===== config.mk =====
export PLATFORM = sky130hd
export DESIGN_NAME = player_info_reply_parser
export DESIGN_NICKNAME = d
export VERILOG_FILES = /design/src/pirp_pkg.sv /design/src/pirp_front.sv /design/src/pirp_fifo.sv /design/src/pirp_back.sv /design/src/player_info_reply_parser.sv
export SDC_FILE = /design/constraint.sdc
export NUM_CORES = 1
export LEC_CHECK = 0
export BUFFER_PORTS_ARGS = -buffer_cell sky130_fd_sc_hd__buf_4
export CAP_MARGIN = 20
export CELL_PAD_IN_SITES_DETAIL_PLACEMENT = 1
export CELL_PAD_IN_SITES_GLOBAL_PLACEMENT = 1
export CORE_UTILIZATION = 51
export CTS_BUF_LIST = sky130_fd_sc_hd__clkbuf_16
export CTS_CLUSTER_SIZE = 12
export DETAILED_ROUTE_END_ITERATION = 16
export GPL_ROUTABILITY_DRIVEN = 0
export PLACE_DENSITY_LB_ADDON = 0.1
export SYNTH_ARGS = -nofsm -noshare
export SYNTH_HDL_FRONTEND = slang
export SYNTH_SLANG_ARGS = --single-unit

===== constraint.sdc =====
create_clock -name i_clk -period 4.55 [get_ports i_clk]
set_input_delay 0 -clock i_clk [delete_from_list [all_inputs] [get_ports i_clk]]
set_output_delay 0 -clock i_clk [all_outputs]
set_load 0.03 [all_outputs]

===== src/pirp_pkg.sv =====
// ----------------------------------------------------------------------------
// pirp_pkg
// types, codes and the name character map shared by the reply parser
// ----------------------------------------------------------------------------
package pirp_pkg;

    // one received byte
    typedef struct packed {
        logic [7:0] data_byte;
        logic       last_byte;
    } t_in_item;

    // one result beat
    typedef struct packed {
        logic [2:0]  item_kind;
        logic [31:0] item_value;
        logic [1:0]  status;
        logic        last_result;
    } t_out_item;

    // parse phase of the current packet
    typedef enum logic [3:0] {
        PH_HEADER = 4'd0,
        PH_PLAYER = 4'd1,
        PH_NAME   = 4'd2,
        PH_COLORS = 4'd3,
        PH_RES1   = 4'd4,
        PH_RES2   = 4'd5,
        PH_RES3   = 4'd6,
        PH_FRAGS  = 4'd7,
        PH_CONN   = 4'd8,
        PH_ADDR   = 4'd9,
        PH_DONE   = 4'd10
    } t_phase;

    // result kinds
    localparam logic [2:0] KIND_PLAYER  = 3'd0;
    localparam logic [2:0] KIND_NAME    = 3'd1;
    localparam logic [2:0] KIND_COLORS  = 3'd2;
    localparam logic [2:0] KIND_RSVD    = 3'd3;
    localparam logic [2:0] KIND_FRAGS   = 3'd4;
    localparam logic [2:0] KIND_CONN    = 3'd5;
    localparam logic [2:0] KIND_ADDR    = 3'd6;
    localparam logic [2:0] KIND_STATUS  = 3'd7;

    // status codes
    localparam logic [1:0] ST_OK        = 2'd0;
    localparam logic [1:0] ST_BAD_HDR   = 2'd1;
    localparam logic [1:0] ST_LENGTH    = 2'd2;
    localparam logic [1:0] ST_EMPTY     = 2'd3;

    // header bytes
    localparam logic [7:0] HDR_CTRL     = 8'h80;
    localparam logic [7:0] HDR_ZERO     = 8'h00;
    localparam logic [7:0] HDR_REPLY    = 8'h84;

    localparam int unsigned COUNT_W     = 11;
    localparam logic [COUNT_W-1:0] COUNT_MAX = '1;

    // queue between parser front and result back end
    localparam int unsigned QUEUE_DEPTH = 4;
    localparam int unsigned QPTR_W      = $clog2(QUEUE_DEPTH);

    // work record handed from front to back
    typedef struct packed {
        logic        item_vld;
        logic [2:0]  kind;
        logic [31:0] value;
        logic        st_vld;
        logic [1:0]  st;
    } t_rec;

    typedef struct packed {
        logic       ok;
        logic [6:0] ch;
    } t_map;

    // decorative name byte to readable char, ok low when the byte is dropped
    function automatic t_map map_name_char(input logic [7:0] b);
        t_map m;
        logic [7:0] v;
        m.ok = 1'b1;
        v    = 8'd0;
        if (b >= 8'd32 && b <= 8'd126) begin
            v = b;
        end else if (b >= 8'd160 && b <= 8'd254) begin
            v = b - 8'd128;
        end else if (b >= 8'd146 && b <= 8'd155) begin
            v = b - 8'd98;
        end else if (b >= 8'd18 && b <= 8'd27) begin
            v = b + 8'd30;
        end else if ((b >= 8'd6 && b <= 8'd9) || (b >= 8'd1 && b <= 8'd4) ||
                     (b >= 8'd134 && b <= 8'd137)) begin
            v = 8'd35;
        end else if (b == 8'd5 || b == 8'd14 || b == 8'd15 || b == 8'd28 ||
                     b == 8'd133 || b == 8'd142 || b == 8'd143) begin
            v = 8'h2E;
        end else if (b == 8'd128 || b == 8'd144 || b == 8'd157) begin
            v = 8'h5B;
        end else if (b == 8'd129 || b == 8'd158) begin
            v = 8'h3D;
        end else if (b == 8'd130 || b == 8'd145 || b == 8'd159) begin
            v = 8'h5D;
        end else begin
            m.ok = 1'b0;
        end
        m.ch = v[6:0];
        return m;
    endfunction

endpackage


===== src/pirp_front.sv =====
// ----------------------------------------------------------------------------
// pirp_front
// byte parser: walks the packet layout and turns each byte into a work record
// ----------------------------------------------------------------------------
module pirp_front #(
    parameter int unsigned MAX_PACKET = 1024
) (
    input  logic              i_clk,
    input  logic              i_rst_n,
    input  logic              i_acc,
    input  pirp_pkg::t_in_item i_item,
    output logic              o_rec_wr,
    output pirp_pkg::t_rec    o_rec
);
    import pirp_pkg::*;

    localparam logic [COUNT_W:0] MAX_CNT = (COUNT_W+1)'(MAX_PACKET);

    t_phase             r_phase, n_phase;
    logic [COUNT_W-1:0] r_bc, n_bc;
    logic               r_hg, n_hg;
    logic [15:0]        r_dl, n_dl;
    logic [23:0]        r_acc, n_acc;
    logic [1:0]         r_idx, n_idx;
    logic               r_ns, n_ns;
    logic               r_ovr, n_ovr;

    logic [7:0]         b;
    logic               parse;
    t_map               nm;
    logic               hg_tmp;
    t_rec               rec;

    assign b     = i_item.data_byte;
    assign parse = {1'b0, r_bc} < MAX_CNT;
    assign nm    = map_name_char(b);

    // next state
    always_comb begin
        n_phase = r_phase;
        n_bc    = r_bc;
        n_hg    = r_hg;
        n_dl    = r_dl;
        n_acc   = r_acc;
        n_idx   = r_idx;
        n_ns    = r_ns;
        n_ovr   = r_ovr;
        hg_tmp  = r_hg;
        if (!parse) begin
            n_ovr = 1'b1;
        end else begin
            unique case (r_phase)
                PH_HEADER: begin
                    if (r_bc == COUNT_W'(0) && b != HDR_CTRL) n_hg = 1'b0;
                    if (r_bc == COUNT_W'(1) && b != HDR_ZERO) n_hg = 1'b0;
                    if (r_bc == COUNT_W'(2)) n_dl = {b, r_dl[7:0]};
                    if (r_bc == COUNT_W'(3)) n_dl = {r_dl[15:8], b};
                    if (r_bc == COUNT_W'(4)) begin
                        hg_tmp  = r_hg && (b == HDR_REPLY);
                        n_hg    = hg_tmp;
                        n_phase = hg_tmp ? PH_PLAYER : PH_DONE;
                    end
                end
                PH_PLAYER: n_phase = PH_NAME;
                PH_NAME: begin
                    if (b == 8'd0) n_phase = PH_COLORS;
                    else if (nm.ok) n_ns = 1'b1;
                end
                PH_COLORS: n_phase = PH_RES1;
                PH_RES1:   n_phase = PH_RES2;
                PH_RES2:   n_phase = PH_RES3;
                PH_RES3:   n_phase = PH_FRAGS;
                PH_FRAGS, PH_CONN: begin
                    if (r_idx == 2'd3) begin
                        n_idx   = 2'd0;
                        n_acc   = '0;
                        n_phase = (r_phase == PH_FRAGS) ? PH_CONN : PH_ADDR;
                    end else begin
                        n_idx = r_idx + 2'd1;
                        case (r_idx)
                            2'd0:    n_acc[7:0]   = b;
                            2'd1:    n_acc[15:8]  = b;
                            default: n_acc[23:16] = b;
                        endcase
                    end
                end
                PH_ADDR: if (b == 8'd0) n_phase = PH_DONE;
                default: ;
            endcase
        end
        if (r_bc != COUNT_MAX) n_bc = r_bc + COUNT_W'(1);
    end

    // record for this byte
    always_comb begin
        rec = '0;
        if (parse) begin
            unique case (r_phase)
                PH_PLAYER: begin
                    rec.item_vld = 1'b1;
                    rec.kind     = KIND_PLAYER;
                    rec.value    = {24'd0, b};
                end
                PH_NAME: begin
                    if (b != 8'd0 && nm.ok) begin
                        rec.item_vld = 1'b1;
                        rec.kind     = KIND_NAME;
                        rec.value    = {25'd0, nm.ch};
                    end
                end
                PH_COLORS: begin
                    rec.item_vld = 1'b1;
                    rec.kind     = KIND_COLORS;
                    rec.value    = {24'd0, b};
                end
                PH_RES1, PH_RES2, PH_RES3: begin
                    rec.item_vld = 1'b1;
                    rec.kind     = KIND_RSVD;
                    rec.value    = {24'd0, b};
                end
                PH_FRAGS, PH_CONN: begin
                    if (r_idx == 2'd3) begin
                        rec.item_vld = 1'b1;
                        rec.kind     = (r_phase == PH_FRAGS) ? KIND_FRAGS : KIND_CONN;
                        rec.value    = {b, r_acc};
                    end
                end
                PH_ADDR: begin
                    if (b != 8'd0) begin
                        rec.item_vld = 1'b1;
                        rec.kind     = KIND_ADDR;
                        rec.value    = {24'd0, b};
                    end
                end
                default: ;
            endcase
        end
        if (i_item.last_byte) begin
            rec.st_vld = 1'b1;
            if (!n_hg || n_phase == PH_HEADER) begin
                rec.st = ST_BAD_HDR;
            end else if (n_ovr || n_phase != PH_DONE || n_dl != {5'd0, n_bc}) begin
                rec.st = ST_LENGTH;
            end else if (!n_ns) begin
                rec.st = ST_EMPTY;
            end else begin
                rec.st = ST_OK;
            end
        end
    end

    assign o_rec    = rec;
    assign o_rec_wr = i_acc && (rec.item_vld || rec.st_vld);

    always_ff @(posedge i_clk) begin
        if (!i_rst_n || (i_acc && i_item.last_byte)) begin
            r_phase <= PH_HEADER;
            r_bc    <= '0;
            r_hg    <= 1'b1;
            r_dl    <= '0;
            r_acc   <= '0;
            r_idx   <= '0;
            r_ns    <= 1'b0;
            r_ovr   <= 1'b0;
        end else if (i_acc) begin
            r_phase <= n_phase;
            r_bc    <= n_bc;
            r_hg    <= n_hg;
            r_dl    <= n_dl;
            r_acc   <= n_acc;
            r_idx   <= n_idx;
            r_ns    <= n_ns;
            r_ovr   <= n_ovr;
        end
    end

endmodule


===== src/pirp_fifo.sv =====
// ----------------------------------------------------------------------------
// pirp_fifo
// short record queue between the parser front and the result back end
// ----------------------------------------------------------------------------
module pirp_fifo (
    input  logic           i_clk,
    input  logic           i_rst_n,
    input  logic           i_wr,
    input  pirp_pkg::t_rec i_wdata,
    output logic           o_full,
    input  logic           i_rd,
    output pirp_pkg::t_rec o_rdata,
    output logic           o_empty
);
    import pirp_pkg::*;

    t_rec              r_mem [QUEUE_DEPTH];
    logic [QPTR_W-1:0] r_wp, r_rp;
    logic [QPTR_W:0]   r_cnt;
    logic              wr_en, rd_en;

    assign o_full  = (r_cnt == (QPTR_W+1)'(QUEUE_DEPTH));
    assign o_empty = (r_cnt == '0);
    assign wr_en   = i_wr && !o_full;
    assign rd_en   = i_rd && !o_empty;
    assign o_rdata = r_mem[r_rp];

    always_ff @(posedge i_clk) begin
        if (wr_en) r_mem[r_wp] <= i_wdata;
    end

    always_ff @(posedge i_clk) begin
        if (!i_rst_n) begin
            r_wp  <= '0;
            r_rp  <= '0;
            r_cnt <= '0;
        end else begin
            if (wr_en) r_wp <= r_wp + QPTR_W'(1);
            if (rd_en) r_rp <= r_rp + QPTR_W'(1);
            case ({wr_en, rd_en})
                2'b10:   r_cnt <= r_cnt + (QPTR_W+1)'(1);
                2'b01:   r_cnt <= r_cnt - (QPTR_W+1)'(1);
                default: r_cnt <= r_cnt;
            endcase
        end
    end

endmodule


===== src/pirp_back.sv =====
// ----------------------------------------------------------------------------
// pirp_back
// expands records into result beats and holds them in the output register
// ----------------------------------------------------------------------------
module pirp_back (
    input  logic                i_clk,
    input  logic                i_rst_n,
    input  pirp_pkg::t_rec      i_rec,
    input  logic                i_rec_empty,
    output logic                o_rec_rd,
    input  logic                i_pop,
    output logic                o_empty,
    output pirp_pkg::t_out_item o_result
);
    import pirp_pkg::*;

    logic      r_vld, n_vld;
    logic      r_half, n_half;
    t_out_item r_out, n_out;
    logic      load, emit_item;

    assign load      = !i_rec_empty && (!r_vld || i_pop);
    assign emit_item = i_rec.item_vld && !r_half;

    always_comb begin
        n_vld    = r_vld;
        n_half   = r_half;
        n_out    = r_out;
        o_rec_rd = 1'b0;
        if (i_pop && r_vld) n_vld = 1'b0;
        if (load) begin
            n_vld = 1'b1;
            if (emit_item) begin
                n_out.item_kind   = i_rec.kind;
                n_out.item_value  = i_rec.value;
                n_out.status      = ST_OK;
                n_out.last_result = 1'b0;
                // status still owed: keep the record for one more beat
                if (i_rec.st_vld) begin
                    n_half = 1'b1;
                end else begin
                    o_rec_rd = 1'b1;
                end
            end else begin
                n_out.item_kind   = KIND_STATUS;
                n_out.item_value  = '0;
                n_out.status      = i_rec.st;
                n_out.last_result = 1'b1;
                n_half            = 1'b0;
                o_rec_rd          = 1'b1;
            end
        end
    end

    always_ff @(posedge i_clk) begin
        if (!i_rst_n) begin
            r_vld  <= 1'b0;
            r_half <= 1'b0;
        end else begin
            r_vld  <= n_vld;
            r_half <= n_half;
        end
    end

    always_ff @(posedge i_clk) begin
        r_out <= n_out;
    end

    assign o_empty  = !r_vld;
    assign o_result = r_out;

endmodule


===== src/player_info_reply_parser.sv =====
// ----------------------------------------------------------------------------
// player_info_reply_parser
// parses a player-info reply byte stream into player fields and a status beat
// ----------------------------------------------------------------------------
//
//  channel  direction  handshake            payload
//  -------  ---------  -------------------  ------------------------------------
//  bytes    in         push / full          i_item   (data_byte, last_byte)
//  results  out        empty / pop          o_result (item_kind, item_value,
//                                                     status, last_result)
//
//  one byte beat is taken per cycle while full is low; a byte's result beat
//  passes through front decode, the record queue and then the output
//  register in the back end
//  the last byte of a packet can owe two result beats (a body item and the
//  status), which the back end drains one after the other from one queue record
//  full rises only when the four-entry record queue fills, so a stalled
//  consumer backs up into the byte side after a few beats
//  synchronous active-low reset returns the parser to the header phase and
//  empties the queue and output register; no clearing pass is needed
//
module player_info_reply_parser #(
    parameter int unsigned MAX_PACKET = 1024
) (
    input  logic                i_clk,
    input  logic                i_rst_n,
    input  logic                push,
    output logic                full,
    input  pirp_pkg::t_in_item  i_item,
    output logic                empty,
    input  logic                pop,
    output pirp_pkg::t_out_item o_result
);
    import pirp_pkg::*;

    logic acc;
    logic rec_wr, rec_rd, rec_empty;
    t_rec rec_in, rec_head;

    // a byte is taken whenever the queue has room for its record
    assign acc = push && !full;

    // front: header checks, length tracking, field walk, name mapping
    pirp_front #(
        .MAX_PACKET(MAX_PACKET)
    ) u_front (
        .i_clk    (i_clk),
        .i_rst_n  (i_rst_n),
        .i_acc    (acc),
        .i_item   (i_item),
        .o_rec_wr (rec_wr),
        .o_rec    (rec_in)
    );

    // decouples the parser from result stalls
    pirp_fifo u_fifo (
        .i_clk   (i_clk),
        .i_rst_n (i_rst_n),
        .i_wr    (rec_wr),
        .i_wdata (rec_in),
        .o_full  (full),
        .i_rd    (rec_rd),
        .o_rdata (rec_head),
        .o_empty (rec_empty)
    );

    // back: one or two result beats per record, registered
    pirp_back u_back (
        .i_clk       (i_clk),
        .i_rst_n     (i_rst_n),
        .i_rec       (rec_head),
        .i_rec_empty (rec_empty),
        .o_rec_rd    (rec_rd),
        .i_pop       (pop),
        .o_empty     (empty),
        .o_result    (o_result)
    );

endmodule


==> impl_metrics.ini, run 1 <==
[cts]
post_cts_resized = 0
h-tree-depth = 1
clk-insertion-delay-late_ps = 540
clk_pin_slew_ps = 50
cts_root_buffer = clkbuf_16
cts_hold_buf = 12
clock-sinks = 265
cts_tree = done
post_cts_buffers = 0
clock_path_buffers = 3
cts_made_buffers = 28

[synth]
synth_seq_cells = 265
seq_area_frac_synth_pct = 60.65
syn_inst = 928
synth_area_mm2 = 0.01195
ys_warn_count = 0
ys.flop_type = edfxtp_1
async_flop_share_pct = 0
ys_types = 74
synth_top_cell_by_area = edfxtp_1
post-synth-top-count-cell = edfxtp_1
synth_edf_count = 194
synth_top_area_share_pct = 48.75
synthTopCellsByCount = edfxtp_1 (194), nor2_1 (86), dfxtp_1 (71), nand2_1 (71), nor2b_1 (49)
synth.area.top_cells = edfxtp_1 (49%), dfxtp_1 (12%), mux4_2 (7.4%)
avgSynthCellArea_um2 = 12.88
synthesis.nets = 958

[layout]
multiInputGateArea_mm2 = 0.004397
seqCellArea_mm2 = 0.007248
diodes = 0
drive_gt1_share_pct = 17.09
finish.net_count = 1003
syn_to_final_growth_pct = 13.73
design_area_mm2 = 0.01359
n_fill_cell = 2212

[setup_path]
required_ps = 5000
critPathLaunch = i_item[2]
critPathBufInv = 4
ff2ff_setup_slack_ps = 960
path_cells = dlygate4sd3_1 > buf_4 > ha_1 > and3b_1 > o311ai_1 > o211ai_1 > o41a_1 > o21ai_1 > a21oi_2 > inv_2 > ha_1 > inv_1 > fa_1 > xor2_1 > or3_1 > a21boi_0
worstSetupPathType = in2reg
slowest_delay_ps = 620
crit-reg2reg-launch = u_front.r_idx[0]
reg2regPathDepth = 14
path_max_fanout = 22
critPathTopFamily = compound AO/OA/AOI/OAI gates
crit_cells = 16
endpoint = u_fifo.r_cnt[2]
cp.arrival_ps = 4450
crit_path_start_kind = input pin
crit_top_cell = ha_1
worst_r2r_endpoint = u_fifo.r_cnt[2]
slowest_stage = o41a_1
cp-end-kind = flip-flop

[timing]
tns_ps = 0
worst_pin_slew_ps = 1066
min_period_over_period_pct = 87.96
setup_viol_count_final = 0
slew-limit-headroom_pct = 28.79
hold_slack_ps = 260.9
finClkSkew_ps = 16.60
maxSlewViolCount = 0
rsz0062_at_grt = no
setup_ws_ps = 547.7
finalCriticalPeriod_ps = 4002
clock.fmax_mhz = 249.9
hold_viol = 0

[route]
num_vias = 7607
drt-total-wl_mm = 28.76
drtAntennaViolNets = 0
drt_iter0_markers = 550
drt-pass1-iter-count = 5
routed_via_density = 5.816
wire_per_inst_um = 21.99
drc = 0

[pwr]
pwr-share-comb_pct = 25.3
switching_power_w = 0.002067
peakVddDrop_v = 0.0002795
switching_share_pct = 30.44
p_int_w = 0.004722
leakagePower_nw = 4.888
finalPower_w = 0.006789
cellPowerDensity_mw_per_mm2 = 499.6
p_clk_share_pct = 29.8
pwr-share-seq_pct = 45.0

[floorplan]
design.core.area_mm2 = 0.02278
die_w_um = 155.1
die_height_um = 155.1
num_rows = 55
initial_core_util_pct = 52.46
ios = 53
dieArea_mm2 = 0.02405

[placed_design]
dp_worst_setup_slack_ps = 539.3
port_buffers = 52
placed_area_mm2 = 0.01265
hpwl_mm = 18.36

[global_route]
grt_pass1_vias = 8154
antenna_found_initial = 0
grt_pass1_wl_mm = 45.58
grt_max_degree = 54
grt.overflow.total = 0
grt.total_usage_pct = 24.63

[status]
status = completed

[hold_path]
holdCritPathClass = in2reg
hold_depth = 2

[flow_run]
cap_violations = 0
flip-flops by register name, summed over array words and instances, names as in the netlist, 2 cells and up, named ones only:
register,cells
u_fifo.r_mem,156
u_back.o_result,38
u_front.r_acc,24
u_front.r_dl,16
u_front.r_bc,11
u_front.r_phase,4
u_fifo.r_cnt,3
u_fifo.r_rp,2
u_fifo.r_wp,2
u_front.r_idx,2
cell families (layout without fill, tap and decap cells):
kind of cell	count (synthesis)	count (layout)	synth area share, %
AOI/OAI and AO/OA	120	120	6.775
buffers and inverters	83	150	2.827
adders and majority gates	17	17	1.843
muxes	84	84	11.13
and+or+nand+nor	337	337	15.16
xor gates and xnor gates	22	22	1.613
DFF	265	265	60.65
how the worst min path moves through the flow:
stage | from | to | slack [ps]
after global placement | i_item[0] | u_fifo.r_mem[2][2] | 260
after floorplan | i_item[0] | u_fifo.r_mem[0][2] | 100
after global routing | i_item[0] | u_fifo.r_mem[0][2] | 260
after detailed placement | i_item[0] | u_fifo.r_mem[0][2] | 260
after CTS | i_item[0] | u_fifo.r_mem[0][2] | 250
final | i_item[0] | u_fifo.r_mem[0][2] | 260
cell type report:
class                   count  share of cell area [%]
inverters                  22                  0.6077
clock inverters            23                  0.6905
clock buffers              29                   5.340
well taps                 313                   2.882
flip-flops and latches    265                   53.34
multi-input cells         580                   32.35
repair buffers             76                   4.788
power by group through the flow:
stage	clock [W]	combinational (W)	sequential, W
after floorplan	0	0.000766	0.00346
after global placement	0	0.00168	0.00309
after detailed placement	0	0.00173	0.00311
after CTS	0.00206	0.00175	0.00306
after global routing	0.00215	0.00184	0.00309
final	0.00202	0.00171	0.00305
metal layers:
metal | wire (um) | part of all wire, % | vias up | global-route usage, %
met1 | 12070 | 42 | 3858 | 31.18
met5 | 0 | 0 | - | 0
met2 | 14560 | 51 | 167 | 43.33
li1 | - | - | 3529 | -
met4 | 994 | 3.5 | 0 | 8.958
met3 | 1134 | 3.9 | 53 | 3.259
placed cells by master, fill, tap and decap left out, types with 16 or more instances in the layout:
cell type  instances
mux2i_1           44
dfxtp_1           70
edfxtp_1         194
nand2_1           71
mux4_2            39
nor2b_1           49
buf_4             60
inv_1             33
nor2_1            86
clkbuf_16         29
o21ai_0           17
and3_1            32
ha_1              16
a21oi_1           43
stage by stage:
step | utilization (%) | std cells
6_report | 59.66 | 1308
3_3_place_gp | 55.53 | 1244
2_1_floorplan | - | 928
5_1_grt | 59.66 | 1308
4_1_cts | 59.66 | 1308
3_5_place_dp | 55.53 | 1244
No activity file was read; power rests on OpenSTA's default activity.
==> run 2, diff against run 1 <==
- PLACE_DENSITY_LB_ADDON: 0.1 -> 0.3
==> impl_metrics.ini, run 2 (same netlist as run 1, synthesis figures left out) <==
[status]
status = completed

[route]
drtAntennaViolNets = 0
num_vias = 7768
drt-pass1-iter-count = 5
drc = 0
wire_per_inst_um = 22.22
drt-total-wl_mm = 29.17
drt_iter0_markers = 529
routed_via_density = 5.916

[placed_design]
place_inst = 1247
hpwl_mm = 19.18
port_buffers = 52
dp_worst_setup_slack_ps = 637.0

[hold_path]
holdCritPathClass = in2reg
hp-start = i_item[0]
hold_depth = 2
whs_endpoint = u_fifo.r_mem[1][2]

[global_route]
grt_max_degree = 61
antenna_found_initial = 0
grt.overflow.total = 0
grt_pass1_vias = 8205
grt.total_usage_pct = 25.15
grt_pass1_wl_mm = 46.26

[pwr]
cellPowerDensity_mw_per_mm2 = 506.3
peakVddDrop_v = 0.0003385
leakagePower_nw = 4.945
finalPower_w = 0.006924

[setup_path]
cp-end-kind = flip-flop
worstSetupPathType = in2reg
worst_r2r_endpoint = u_fifo.r_mem[2][0]
path_max_fanout = 22
crit_path_start_kind = input pin
cp.arrival_ps = 4410
reg2regPathDepth = 8
ff2ff_setup_slack_ps = 940
critPathLaunch = i_item[2]
required_ps = 5030
crit-reg2reg-launch = u_front.r_bc[0]

[cts]
clock-sinks = 265
cts_root_buffer = clkbuf_16
post_cts_buffers = 0
clock_path_buffers = 3
post_cts_resized = 0
clk-insertion-delay-late_ps = 550
cts_tree = done
cts_made_buffers = 28
clk_pin_slew_ps = 60
cts_hold_buf = 13
h-tree-depth = 1

[layout]
most-common-layout-cells = edfxtp_1 (194), nor2_1 (86), nand2_1 (71)
largest_reg_flops = 156
n_fill_cell = 2238
diodes = 0
fin_util_pct = 60.03
max_flop_register = u_fifo.r_mem
seqCellArea_mm2 = 0.007248
finish.net_count = 1008
drive_gt1_share_pct = 17.50
syn_to_final_growth_pct = 14.44
layout.cells.most_common = edfxtp_1
fin_cells = 1313
multiInputGateArea_mm2 = 0.004397

[timing]
worst_pin_slew_ps = 928.6
setup_viol_count_final = 0
setup_ws_ps = 618.8
maxSlewViolCount = 0
hold_viol = 0
clock.fmax_mhz = 254.4
slew-limit-headroom_pct = 37.97
finalCriticalPeriod_ps = 3931
tns_ps = 0
rsz0062_at_grt = no
finClkSkew_ps = 9.802
min_period_over_period_pct = 86.40

[floorplan]
dieArea_mm2 = 0.02405
die_w_um = 155.1
design.core.area_mm2 = 0.02278
num_rows = 55
initial_core_util_pct = 52.46
die_height_um = 155.1
ios = 53

[flow_run]
cap_violations = 0
==> run 2: layout make-up <==
type	count	area share, %
clock buffers	28	5.124
clock inverters	24	1.290
inverters	22	0.6039
multi-input cells	580	32.15
flip-flops and latches	265	53.01
well taps	313	2.864
repair buffers	81	4.959
==> run 2: per-layer routing <==
| metal | vias up | track usage (%) | routed length, um |
|---|---|---|---|
| li1 | 3533 | - | - |
| met1 | 3956 | 33.50 | 12780 |
| met2 | 213 | 43.01 | 14340 |
| met3 | 66 | 3.510 | 1268 |
| met4 | 0 | 7.402 | 785 |
| met5 | - | 0 | 0 |
==> run 2: worst max-delay path by stage <==
stage,end
2_1_floorplan,u_fifo.r_cnt[2]
5_1_grt,u_fifo.r_cnt[2]
3_5_place_dp,u_fifo.r_cnt[2]
4_1_cts,u_fifo.r_cnt[2]
6_report,u_fifo.r_cnt[2]
3_3_place_gp,u_fifo.r_cnt[2]
==> run 2: worst max-delay path, cell delays in order <==
cell and delay, ps:
dlygate4sd3_1 530, buf_4 210, ha_1 230, and3b_1 180, o311ai_1 460, o211ai_1 290
o41a_1 630, o21ai_1 330, a21oi_2 170, inv_2 80, ha_1 180, inv_1 70
fa_1 390, xor2_1 180, or3_1 310, a21boi_0 160
==> run 2: where the power goes <==
group          switching [W]  leakage (nW)  total, W  internal (W)
Clock               0.000926         0.482   0.00216       0.00123
Combinational        0.00107          2.02   0.00171      0.000642
Sequential          0.000112          2.45   0.00306       0.00295
==> run 2: stage by stage <==
stage	hold WS (ps)	cell area, um2
after global placement	246.0	12660
after floorplan	98.87	11950
after global routing	245.4	13670
after detailed placement	251.8	12660
after CTS	214.1	13670
final	243.6	13670
